`config.mk`:
```
export PLATFORM = sky130hd
export DESIGN_NAME = harmony_search_step
export DESIGN_NICKNAME = d
export VERILOG_FILES = /design/src/rtl/hss_pkg.sv /design/src/rtl/harmony_search_step.sv
export SDC_FILE = /design/constraint.sdc
export NUM_CORES = 2
export LEC_CHECK = 0
export ABC_CLOCK_PERIOD_IN_PS = 9800
export BUFFER_PORTS_ARGS = -buffer_cell sky130_fd_sc_hd__buf_4
export CORE_MARGIN = 1
export CORE_UTILIZATION = 63
export CTS_CLUSTER_DIAMETER = 60
export DETAILED_ROUTE_END_ITERATION = 6
export PLACE_DENSITY = 0.8
export SYNTH_ARGS = -nofsm -noshare
export SYNTH_HDL_FRONTEND = slang
export SYNTH_SLANG_ARGS = --single-unit
```
`constraint.sdc`:
```
create_clock -name clk -period 9.8 [get_ports clk]
set_clock_uncertainty 0.1 [all_clocks]
set_input_delay 0 -clock clk [delete_from_list [all_inputs] [get_ports clk]]
set_output_delay 0 -clock clk [all_outputs]
set_load 0.02 [all_outputs]
```
`src/rtl/hss_pkg.sv`:
```
// ----------------------------------------------------------------------------
// hss_pkg
// Shared types and constants of the harmony search step engine.
// ----------------------------------------------------------------------------
package hss_pkg;

  localparam int NUM_HARMONIES_DEF = 10;
  localparam int NUM_VARIABLES_DEF = 5;

  localparam int FIT_W = 33;
  localparam int SQ_W  = 31;
  localparam int VAL_W = 16;
  localparam int RND_W = 11;
  localparam int RATE_W = 16;

  localparam logic [FIT_W-1:0]  FIT_MAX = '1;
  localparam logic [RATE_W-1:0] CONSIDER_RATE_RST = 16'd62259;
  localparam logic [RATE_W-1:0] PITCH_RATE_RST    = 16'd45875;

  localparam logic CFG_CONSIDER = 1'b0;
  localparam logic CFG_PITCH    = 1'b1;

  typedef enum logic [1:0] {
    K_LOAD      = 2'd0,
    K_IMPROVISE = 2'd1,
    K_QUERY     = 2'd2
  } kind_t;

  typedef enum logic [1:0] {
    RK_LOAD   = 2'd0,
    RK_BUILT  = 2'd1,
    RK_FINISH = 2'd2,
    RK_BEST   = 2'd3
  } rkind_t;

  typedef enum logic [3:0] {
    S_IDLE,
    S_LD_SUM,
    S_LD_OUT,
    S_IM_VAL,
    S_IM_SQ,
    S_IM_ACC,
    S_SCAN,
    S_COPY,
    S_FIN,
    S_QSCAN,
    S_QRD,
    S_QOUT
  } state_t;

endpackage

```
`src/rtl/harmony_search_step.sv`:
```
// ----------------------------------------------------------------------------
// harmony_search_step
// Harmony search engine for the sphere function: loads memory elements,
// improvises a new harmony one variable per item and reports the best entry.
// ----------------------------------------------------------------------------
//
//  channel | direction | handshake           | payload
//  --------+-----------+---------------------+--------------------------------
//  in_     | input     | in_valid / in_ready | kind, load, draw and step fields
//  out_    | output    | out_valid/out_ready | one result item per transfer
//  cfg_    | input     | cfg_valid/cfg_ready | cfg_index, cfg_data (16 bit)
//
//  Load: a valid element is written, then the entry's variables are read back
//  through the single read port of the store and their squares are summed.
//  Improvise: the last variable adds a fitness memory scan, a copy on
//  replacement and the finish result. Query: fitness scan, then best entry read.
//  Reset (rst_n, synchronous) restores the rates; memories are not cleared.
//  A stalled out_ready holds the engine in its emitting state.
//
module harmony_search_step #(
  parameter int NUM_HARMONIES = hss_pkg::NUM_HARMONIES_DEF,
  parameter int NUM_VARIABLES = hss_pkg::NUM_VARIABLES_DEF
) (
  input  logic                clk,
  input  logic                rst_n,
  input  logic                in_valid,
  output logic                in_ready,
  input  logic [1:0]          in_kind,
  input  logic [3:0]          in_load_entry,
  input  logic [2:0]          in_load_variable,
  input  logic signed [15:0]  in_load_value,
  input  logic [15:0]         in_consider_draw,
  input  logic [3:0]          in_pick_entry,
  input  logic signed [10:0]  in_fresh_value,
  input  logic [15:0]         in_pitch_draw,
  input  logic signed [10:0]  in_pitch_step,
  output logic                out_valid,
  input  logic                out_ready,
  output logic [1:0]          out_result_kind,
  output logic                out_replaced,
  output logic [3:0]          out_entry_index,
  output logic [32:0]         out_fitness,
  output logic signed [15:0]  out_element_value,
  output logic [2:0]          out_element_position,
  output logic                out_last,
  input  logic                cfg_valid,
  output logic                cfg_ready,
  input  logic                cfg_index,
  input  logic [15:0]         cfg_data
);

  localparam int EW    = $clog2(NUM_HARMONIES);
  localparam int PW    = (NUM_VARIABLES > 1) ? $clog2(NUM_VARIABLES) : 1;
  localparam int MAXN  = (NUM_HARMONIES > NUM_VARIABLES) ? NUM_HARMONIES : NUM_VARIABLES;
  localparam int KW    = $clog2(MAXN + 1);
  localparam int DEPTH = NUM_HARMONIES * NUM_VARIABLES;
  localparam int AW    = $clog2(DEPTH);
  localparam int FW    = hss_pkg::FIT_W;
  localparam int SW    = hss_pkg::SQ_W;

  function automatic logic [AW-1:0] st_addr(logic [EW-1:0] e, logic [PW-1:0] p);
    return AW'(e) * AW'(NUM_VARIABLES) + AW'(p);
  endfunction

  function automatic logic [FW-1:0] fit_add(logic [FW-1:0] a, logic [SW-1:0] b);
    logic [FW:0] s;
    s = {1'b0, a} + (FW+1)'(b);
    return (s > {1'b0, hss_pkg::FIT_MAX}) ? hss_pkg::FIT_MAX : s[FW-1:0];
  endfunction

  function automatic logic signed [15:0] pitch_add(logic signed [15:0] b,
                                                   logic signed [10:0] s);
    logic signed [16:0] t;
    t = 17'(b) + 17'(s);
    if (t > $signed(17'd32767)) return 16'sh7FFF;
    if (t < $signed(-17'sd32768)) return 16'sh8000;
    return t[15:0];
  endfunction

  // memories
  logic signed [15:0] st_mem [DEPTH];
  logic [FW-1:0]      ef_mem [NUM_HARMONIES];
  logic signed [15:0] st_rdata_r;
  logic [FW-1:0]      ef_rdata_r;

  logic               st_re, st_we, ef_re, ef_we, pipe_re;
  logic [AW-1:0]      st_raddr, st_waddr;
  logic signed [15:0] st_wdata;
  logic [EW-1:0]      ef_raddr, ef_waddr;
  logic [FW-1:0]      ef_wdata;

  // control
  hss_pkg::state_t    state_r, state_nxt;
  logic [15:0]        cons_r, pitch_r;
  logic [PW-1:0]      bp_r;
  logic               out_valid_r;
  logic               in_acc, out_free, ld_ok, scan_hit, pos_last;
  logic [EW-1:0]      pick_sat;

  // datapath
  logic [3:0]         lde_r;
  logic [2:0]         ldp_r;
  logic               ld_ok_r;
  logic [EW-1:0]      ent_r;
  logic [PW-1:0]      pos_r;
  logic signed [15:0] val_r;
  logic signed [10:0] fresh_r, step_r;
  logic               use_mem_r, use_pitch_r;
  logic [KW-1:0]      iss_r, rd_k_r, acc_n_r;
  logic               rd_v_r, sq_v_r;
  logic [SW-1:0]      sq_r;
  logic [FW-1:0]      acc_r, new_fit_r, best_fit_r;
  logic [EW-1:0]      best_idx_r;
  logic               found_r;
  logic signed [15:0] nh_r [NUM_VARIABLES];
  logic signed [15:0] sq_in, base_v;
  logic signed [31:0] prod;

  // output register
  logic               out_load;
  logic [1:0]         o_kind, out_result_kind_r;
  logic               o_rep, out_replaced_r, o_last, out_last_r;
  logic [3:0]         o_idx, out_entry_index_r;
  logic [FW-1:0]      o_fit, out_fitness_r;
  logic signed [15:0] o_val, out_element_value_r;
  logic [2:0]         o_pos, out_element_position_r;

  assign in_ready  = (state_r == hss_pkg::S_IDLE);
  assign cfg_ready = 1'b1;
  assign in_acc    = in_valid && in_ready;
  assign out_free  = !out_valid_r || out_ready;
  assign ld_ok     = (32'(in_load_entry) < NUM_HARMONIES) &&
                     (32'(in_load_variable) < NUM_VARIABLES);
  assign pick_sat  = (32'(in_pick_entry) >= NUM_HARMONIES) ? EW'(NUM_HARMONIES - 1)
                                                            : EW'(in_pick_entry);
  assign scan_hit  = rd_v_r && (new_fit_r < ef_rdata_r);
  assign pos_last  = (pos_r == PW'(NUM_VARIABLES - 1));
  assign sq_in     = (state_r == hss_pkg::S_IM_SQ) ? val_r : st_rdata_r;
  assign prod      = 32'(sq_in) * 32'(sq_in);
  assign base_v    = use_mem_r ? st_rdata_r : 16'(fresh_r);

  always_comb begin
    state_nxt = state_r;
    unique case (state_r)
      hss_pkg::S_IDLE: begin
        if (in_acc) begin
          priority if (in_kind == hss_pkg::K_LOAD) begin
            state_nxt = ld_ok ? hss_pkg::S_LD_SUM : hss_pkg::S_LD_OUT;
          end else if (in_kind == hss_pkg::K_IMPROVISE) begin
            state_nxt = hss_pkg::S_IM_VAL;
          end else if (in_kind == hss_pkg::K_QUERY) begin
            state_nxt = hss_pkg::S_QSCAN;
          end else begin
            state_nxt = hss_pkg::S_IDLE;
          end
        end
      end
      hss_pkg::S_LD_SUM: if (acc_n_r == KW'(NUM_VARIABLES)) state_nxt = hss_pkg::S_LD_OUT;
      hss_pkg::S_LD_OUT: if (out_free) state_nxt = hss_pkg::S_IDLE;
      hss_pkg::S_IM_VAL: state_nxt = hss_pkg::S_IM_SQ;
      hss_pkg::S_IM_SQ:  if (out_free) state_nxt = hss_pkg::S_IM_ACC;
      hss_pkg::S_IM_ACC: state_nxt = pos_last ? hss_pkg::S_SCAN : hss_pkg::S_IDLE;
      hss_pkg::S_SCAN: begin
        priority if (scan_hit) begin
          state_nxt = hss_pkg::S_COPY;
        end else if (rd_v_r && rd_k_r == KW'(NUM_HARMONIES - 1)) begin
          state_nxt = hss_pkg::S_FIN;
        end
      end
      hss_pkg::S_COPY: if (iss_r == KW'(NUM_VARIABLES - 1)) state_nxt = hss_pkg::S_FIN;
      hss_pkg::S_FIN:  if (out_free) state_nxt = hss_pkg::S_IDLE;
      hss_pkg::S_QSCAN: begin
        if (rd_v_r && rd_k_r == KW'(NUM_HARMONIES - 1)) state_nxt = hss_pkg::S_QRD;
      end
      hss_pkg::S_QRD: state_nxt = hss_pkg::S_QOUT;
      hss_pkg::S_QOUT: begin
        if (out_free) begin
          state_nxt = (iss_r == KW'(NUM_VARIABLES - 1)) ? hss_pkg::S_IDLE : hss_pkg::S_QRD;
        end
      end
      default: state_nxt = hss_pkg::S_IDLE;
    endcase
  end

  always_comb begin
    st_re    = 1'b0;
    st_raddr = '0;
    st_we    = 1'b0;
    st_waddr = '0;
    st_wdata = '0;
    ef_re    = 1'b0;
    ef_raddr = '0;
    ef_we    = 1'b0;
    ef_waddr = ent_r;
    ef_wdata = acc_r;
    pipe_re  = 1'b0;
    out_load = 1'b0;
    o_kind   = hss_pkg::RK_LOAD;
    o_rep    = 1'b0;
    o_idx    = '0;
    o_fit    = '0;
    o_val    = '0;
    o_pos    = '0;
    o_last   = 1'b0;
    unique case (state_r)
      hss_pkg::S_IDLE: begin
        if (in_acc && in_kind == hss_pkg::K_LOAD && ld_ok) begin
          st_we    = 1'b1;
          st_waddr = st_addr(EW'(in_load_entry), PW'(in_load_variable));
          st_wdata = in_load_value;
        end
        if (in_acc && in_kind == hss_pkg::K_IMPROVISE) begin
          st_re    = 1'b1;
          st_raddr = st_addr(pick_sat, bp_r);
        end
      end
      hss_pkg::S_LD_SUM: begin
        st_re    = (iss_r < KW'(NUM_VARIABLES));
        st_raddr = st_addr(ent_r, iss_r[PW-1:0]);
        pipe_re  = st_re;
      end
      hss_pkg::S_LD_OUT: begin
        out_load = out_free;
        ef_we    = out_free && ld_ok_r;
        o_kind   = hss_pkg::RK_LOAD;
        o_idx    = lde_r;
        o_fit    = ld_ok_r ? acc_r : '0;
        o_val    = val_r;
        o_pos    = ldp_r;
      end
      hss_pkg::S_IM_SQ: begin
        out_load = out_free;
        o_kind   = hss_pkg::RK_BUILT;
        o_val    = val_r;
        o_pos    = 3'(pos_r);
      end
      hss_pkg::S_SCAN, hss_pkg::S_QSCAN: begin
        ef_re    = (iss_r < KW'(NUM_HARMONIES));
        ef_raddr = iss_r[EW-1:0];
        pipe_re  = ef_re;
      end
      hss_pkg::S_COPY: begin
        st_we    = 1'b1;
        st_waddr = st_addr(best_idx_r, iss_r[PW-1:0]);
        st_wdata = nh_r[iss_r[PW-1:0]];
      end
      hss_pkg::S_FIN: begin
        out_load = out_free;
        ef_we    = out_free && found_r;
        ef_waddr = best_idx_r;
        ef_wdata = new_fit_r;
        o_kind   = hss_pkg::RK_FINISH;
        o_rep    = found_r;
        o_idx    = found_r ? 4'(best_idx_r) : 4'd0;
        o_fit    = new_fit_r;
      end
      hss_pkg::S_QRD: begin
        st_re    = 1'b1;
        st_raddr = st_addr(best_idx_r, iss_r[PW-1:0]);
      end
      hss_pkg::S_QOUT: begin
        out_load = out_free;
        o_kind   = hss_pkg::RK_BEST;
        o_idx    = 4'(best_idx_r);
        o_fit    = best_fit_r;
        o_val    = st_rdata_r;
        o_pos    = 3'(iss_r);
        o_last   = (iss_r == KW'(NUM_VARIABLES - 1));
      end
      default: begin
      end
    endcase
  end

  always_ff @(posedge clk) begin
    if (st_we) st_mem[st_waddr] <= st_wdata;
    if (st_re) st_rdata_r <= st_mem[st_raddr];
    if (ef_we) ef_mem[ef_waddr] <= ef_wdata;
    if (ef_re) ef_rdata_r <= ef_mem[ef_raddr];
  end

  always_ff @(posedge clk) begin
    if (!rst_n) begin
      state_r     <= hss_pkg::S_IDLE;
      cons_r      <= hss_pkg::CONSIDER_RATE_RST;
      pitch_r     <= hss_pkg::PITCH_RATE_RST;
      bp_r        <= '0;
      out_valid_r <= 1'b0;
    end else begin
      state_r <= state_nxt;
      if (cfg_valid && cfg_ready) begin
        unique case (cfg_index)
          hss_pkg::CFG_CONSIDER: cons_r  <= cfg_data;
          hss_pkg::CFG_PITCH:    pitch_r <= cfg_data;
        endcase
      end
      if (state_r == hss_pkg::S_IM_ACC) begin
        bp_r <= pos_last ? '0 : PW'(pos_r + 1'b1);
      end
      if (out_load) begin
        out_valid_r <= 1'b1;
      end else if (out_ready) begin
        out_valid_r <= 1'b0;
      end
    end
  end

  always_ff @(posedge clk) begin
    rd_v_r <= pipe_re;
    rd_k_r <= iss_r;
    unique case (state_r)
      hss_pkg::S_IDLE: begin
        if (in_acc) begin
          lde_r       <= in_load_entry;
          ldp_r       <= in_load_variable;
          ld_ok_r     <= ld_ok;
          ent_r       <= EW'(in_load_entry);
          val_r       <= in_load_value;
          pos_r       <= (in_kind == hss_pkg::K_LOAD) ? PW'(in_load_variable) : bp_r;
          use_mem_r   <= (in_consider_draw < cons_r);
          use_pitch_r <= (in_pitch_draw < pitch_r);
          fresh_r     <= in_fresh_value;
          step_r      <= in_pitch_step;
          iss_r       <= '0;
          acc_r       <= '0;
          acc_n_r     <= '0;
          sq_v_r      <= 1'b0;
        end
      end
      hss_pkg::S_LD_SUM: begin
        if (st_re) iss_r <= iss_r + 1'b1;
        if (rd_v_r) sq_r <= prod[SW-1:0];
        sq_v_r <= rd_v_r;
        if (sq_v_r) begin
          acc_r   <= fit_add(acc_r, sq_r);
          acc_n_r <= acc_n_r + 1'b1;
        end
      end
      hss_pkg::S_IM_VAL: begin
        val_r        <= use_pitch_r ? pitch_add(base_v, step_r) : base_v;
        nh_r[pos_r]  <= use_pitch_r ? pitch_add(base_v, step_r) : base_v;
      end
      hss_pkg::S_IM_SQ: sq_r <= prod[SW-1:0];
      hss_pkg::S_IM_ACC: begin
        new_fit_r <= fit_add((pos_r == '0) ? '0 : new_fit_r, sq_r);
        iss_r     <= '0;
        found_r   <= 1'b0;
      end
      hss_pkg::S_SCAN: begin
        if (scan_hit) begin
          best_idx_r <= rd_k_r[EW-1:0];
          found_r    <= 1'b1;
          iss_r      <= '0;
        end else if (ef_re) begin
          iss_r <= iss_r + 1'b1;
        end
      end
      hss_pkg::S_COPY: iss_r <= iss_r + 1'b1;
      hss_pkg::S_QSCAN: begin
        if (ef_re) iss_r <= iss_r + 1'b1;
        if (rd_v_r && (rd_k_r == '0 || ef_rdata_r < best_fit_r)) begin
          best_idx_r <= rd_k_r[EW-1:0];
          best_fit_r <= ef_rdata_r;
        end
        if (rd_v_r && rd_k_r == KW'(NUM_HARMONIES - 1)) iss_r <= '0;
      end
      hss_pkg::S_QOUT: if (out_free) iss_r <= iss_r + 1'b1;
      default: begin
      end
    endcase
  end

  always_ff @(posedge clk) begin
    if (out_load) begin
      out_result_kind_r      <= o_kind;
      out_replaced_r         <= o_rep;
      out_entry_index_r      <= o_idx;
      out_fitness_r          <= o_fit;
      out_element_value_r    <= o_val;
      out_element_position_r <= o_pos;
      out_last_r             <= o_last;
    end
  end

  assign out_valid            = out_valid_r;
  assign out_result_kind      = out_result_kind_r;
  assign out_replaced         = out_replaced_r;
  assign out_entry_index      = out_entry_index_r;
  assign out_fitness          = out_fitness_r;
  assign out_element_value    = out_element_value_r;
  assign out_element_position = out_element_position_r;
  assign out_last             = out_last_r;

  a_copy_target: assert property (@(posedge clk) disable iff (!rst_n)
    state_r == hss_pkg::S_COPY |-> found_r && (32'(best_idx_r) < NUM_HARMONIES))
    else $error("copy into an entry that was not found by the scan");

  a_build_pos: assert property (@(posedge clk) disable iff (!rst_n)
    32'(bp_r) < NUM_VARIABLES)
    else $error("build position out of range");

  a_imp_busy: assert property (@(posedge clk) disable iff (!rst_n)
    in_acc && in_kind == hss_pkg::K_IMPROVISE |=> !in_ready)
    else $error("improvise item did not occupy the engine");

  a_load_sum: assert property (@(posedge clk) disable iff (!rst_n)
    state_r == hss_pkg::S_LD_OUT |-> !ld_ok_r || acc_n_r == KW'(NUM_VARIABLES))
    else $error("load result issued before all squares were summed");

endmodule

```
==> results by group <==
Yosys
  • Adder-cell share of the synthesized area: 10.9%
  • Register bit count reported by yosys: 1561
  • Cell count after synthesis: 6198
  • Post-synth EDFFs: 1513
  • Netlist cell types: 96
  • Xor/xnor share of the synthesized area: 1.28%
  • Top FF cell, synth: edfxtp_1
  • Post-synth top area share: 58.4%
  • Area contributors post-synth: edfxtp_1 58%, fa_1 6.0%, nand2_1 5.3%, ha_1 4.9%, inv_1 2.4%
  • Sequential fraction of the synthesis area: 59.6%
  • Fraction of registers with async set or reset after synthesis: 0%
  • Synth Area in Compound Gates: 8.55%
  • Mean Syn Cell Area: 12.6 sq um
  • Synth warn: 0
  • Cell area after synthesis: 77800 sq um
  • Simple-gate share of the synthesized area: 11.4%
  • Largest family of logic cells by synthesized area: simple AND/OR/NAND/NOR gates
  • Mux contribution to synthesized area: 4.07%
  • Post-synth net total: 6843
  • Synth area leader: edfxtp_1

Route
  • ANT nets after route: 0
  • Via count: 53300
  • Starting DRT DRC Count: 6521
  • DRC violations left: 0
  • DRT Wirelength: 213000 um
  • Post-DR wirelength/cell: 25.8 um
  • 1st-pass router iterations: 7
  • Vias/cell: 6.45

Floorplanning
  • Row cnt: 128
  • Die Area: 125000 sq um
  • Die X: 353 um
  • Initial core utilization: 63.7%
  • # IOs: 168
  • Die Height: 353 um
  • Core ar.: 122000 sq um

Clock tree
  • CTS resizes: 0
  • CTS tree: yes
  • Clk Tree Root Cell: clkbuf_16
  • H-tree levels: 4
  • Clk slew on worst S/H paths: 0.06 ns
  • Clock latency on the worst-skew pair: 0.80 ns
  • CTS Buffer Depth: 3
  • Inserted Clock Buffers: 162
  • Clock sink count: 1561

Critical path
  • Reg2Reg Setup Slack: 1.15 ns
  • Crit Path Class: reg -> reg
  • CP Launch Type: flip-flop
  • R2R Path Start: state_r[3]
  • Crit path DAT: 9.05 ns
  • Cells on worst reg2reg path: 24
  • Critical Path RT: 10.21 ns
  • Reg-to-reg endpoint: sq_r[30]
  • Max FO, Critical Path: 27
  • Crit end category: flip-flop

Job
  • Max Cap Violations: 0

Global routing
  • Initial antenna violation count: 7
  • Tot GR Track Use: 34.2%
  • Largest net degree at the start of global routing: 156
  • First-pass GRT wire length: 321000 um
  • Total gr overflow: 0
  • Vias in the first global route: 53700

Place
  • Final HPWL from detailed placement: 132000 um
  • Routability Congestion: 0.978
  • Port buffer count: 166

Hold path
  • Worst Hold End: val_r[1]
  • Min-delay worst type: in -> reg
  • Hold Path Depth: 3
  • Hold Crit Start: in_load_value[1]

STA
  • Setup TNS: 0 ns
  • Final setup viols: 0
  • Min Tclk post-route: 8.65 ns
  • Max Slew Vio Count: 0
  • Final Hold Fails: 0
  • RSZ-0062 raised after global routing: no
  • Fin crit share: 88.3%
  • Slew HR: 6.20%
  • Worst Tran Pin Value: 1.37 ns
  • Fmax: 116 MHz

Final layout
  • Layout area overhead: 12.9%
  • Share of layout cells above drive strength 1: 10.6%
  • Fillcell total: 7839
  • Register area: 46400 sq um
  • Multi-input gate area: 28700 sq um
  • Final #Nets: 7159

Run status
  • Status: complete, no violations
==> cells in the mapped netlist, types with 18 or more instances <==
cell type	instances
fa_1	233
o21ai_0	96
and2_1	87
nand3_1	240
nand4_1	25
a21oi_1	234
a311oi_1	101
dfxtp_1	48
nand2_1	1102
inv_1	505
a31oi_1	37
ha_1	307
nand2b_1	33
a222oi_1	33
buf_1	18
buf_2	71
mux4_2	65
mux2_2	31
a21boi_0	18
nor3_1	41
a211oi_1	116
a22o_1	22
and3_1	95
o21ai_1	18
xnor2_1	70
clkbuf_1	181
a21o_1	98
nor2b_1	27
nor4_1	60
xor2_1	44
o21bai_1	18
edfxtp_1	1513
o211ai_1	28
o22ai_1	23
nor2_1	225
mux2i_1	135
==> metrics by stage <==
step	util [%]	hold WS [ns]	setup WS [ns]	instance area [sq um]	std cells
2_1_floorplan	-	-0.00113	2.00	77800	6198
3_3_place_gp	66.5	0.0786	1.56	81300	7829
3_5_place_dp	66.5	0.0793	1.37	81300	7829
4_1_cts	71.9	0.0000302	1.33	87900	8260
5_1_grt	71.9	0.0122	0.763	87900	8264
6_report	71.9	0.0424	1.15	87900	8265
==> worst max-delay path by stage <==
stage                to  startpoint  cells past startpoint
6_report       sq_r[30]  state_r[3]                     24
5_1_grt        sq_r[30]  state_r[3]                     23
3_5_place_dp   sq_r[30]  state_r[3]                     23
4_1_cts        sq_r[30]  state_r[3]                     23
2_1_floorplan  sq_r[30]  state_r[1]                     27
3_3_place_gp   sq_r[30]  state_r[3]                     24
==> layer usage <==
metal  GRT usage, %  routed length [um]  vias to the layer above
met5              0                  13                        -
li1               -                   -                    23100
met1           44.1               78200                    26300
met4           16.7               10900                        2
met3           6.13               20000                      667
met2           56.3              104000                     3149
==> worst max-delay path, cell delays in order, from the launching register on <==
cell,delay (ns)
dfxtp_1,0.57
nor4_2,0.37
buf_4,0.41
mux2i_1,0.24
buf_4,0.20
clkinv_1,0.30
nand2_1,0.21
inv_1,0.08
fa_1,0.53
inv_1,0.05
fa_1,0.57
fa_1,0.45
fa_1,0.54
inv_1,0.05
fa_1,0.50
fa_1,0.42
ha_1,0.35
a21oi_1,0.18
o21ai_0,0.32
a311oi_1,0.77
nor3b_1,0.14
o21ai_0,0.42
a21oi_1,0.20
nor4_1,0.25
a311oi_1,0.10
==> layout make-up <==
cell class              instances  area share, %
diodes                          5         0.0142
clock buffers                 197           4.76
clock inverters                88           1.08
inverters                     510           2.18
multi-input cells            3836           32.6
flip-flops and latches       1561           52.8
well taps                    1625           2.31
repair buffers                443           4.26
==> sequential cells by signal, indices dropped and copies added (netlist names), 30 cells and up, named ones only <==
register	count
new_fit_r	33
acc_r	33
ef_mem	330
st_mem	800
nh_r	80
ef_rdata_r	33
best_fit_r	33
out_fitness	33
sq_r	30
==> cell families (layout without fill, tap and decap cells) <==
logic type / after synthesis / count (layout)
DFF: 1561 / 1561
xor gates and xnor gates: 114 / 114
muxes: 231 / 231
other: 1 / 6
AOI/OAI and AO/OA: 954 / 954
and+or+nand+nor: 1996 / 1996
adders and majority gates: 540 / 540
buffers and inverters: 801 / 1238
==> timing repair <==
item,in CTS,in global routing
hold buffers,146,0
hold endpoints to repair,893,0
setup buffers,0,0
==> cells in the final DEF, fill, tap and decap left out, drive strengths merged, types with 15 or more instances in the layout <==
master | Yosys | final
edfxtp | 1513 | 1513
nand2 | 1102 | 1102
inv | 505 | 516
ha | 307 | 307
buf | 110 | 297
nand3 | 241 | 241
a21oi | 235 | 235
fa | 233 | 233
nor2 | 226 | 226
clkbuf | 181 | 197
dlygate4sd3 | 0 | 146
mux2i | 135 | 135
a211oi | 117 | 117
o21ai | 117 | 117
a311oi | 101 | 101
a21o | 98 | 98
and3 | 95 | 95
and2 | 94 | 94
xnor2 | 70 | 70
mux4 | 65 | 65
clkinv | 5 | 65
nor4 | 62 | 62
dfxtp | 48 | 48
xor2 | 44 | 44
nor3 | 41 | 41
a31oi | 37 | 37
nand2b | 33 | 33
a222oi | 33 | 33
mux2 | 31 | 31
o211ai | 28 | 28
nor2b | 27 | 27
nand4 | 25 | 25
o22ai | 23 | 23
a22o | 22 | 22
o21bai | 18 | 18
a21boi | 18 | 18
o21a | 16 | 16
o31ai | 15 | 15
Power is not shown: default switching activity piles up to over one toggle a cycle in this logic, so the estimate is an artifact.
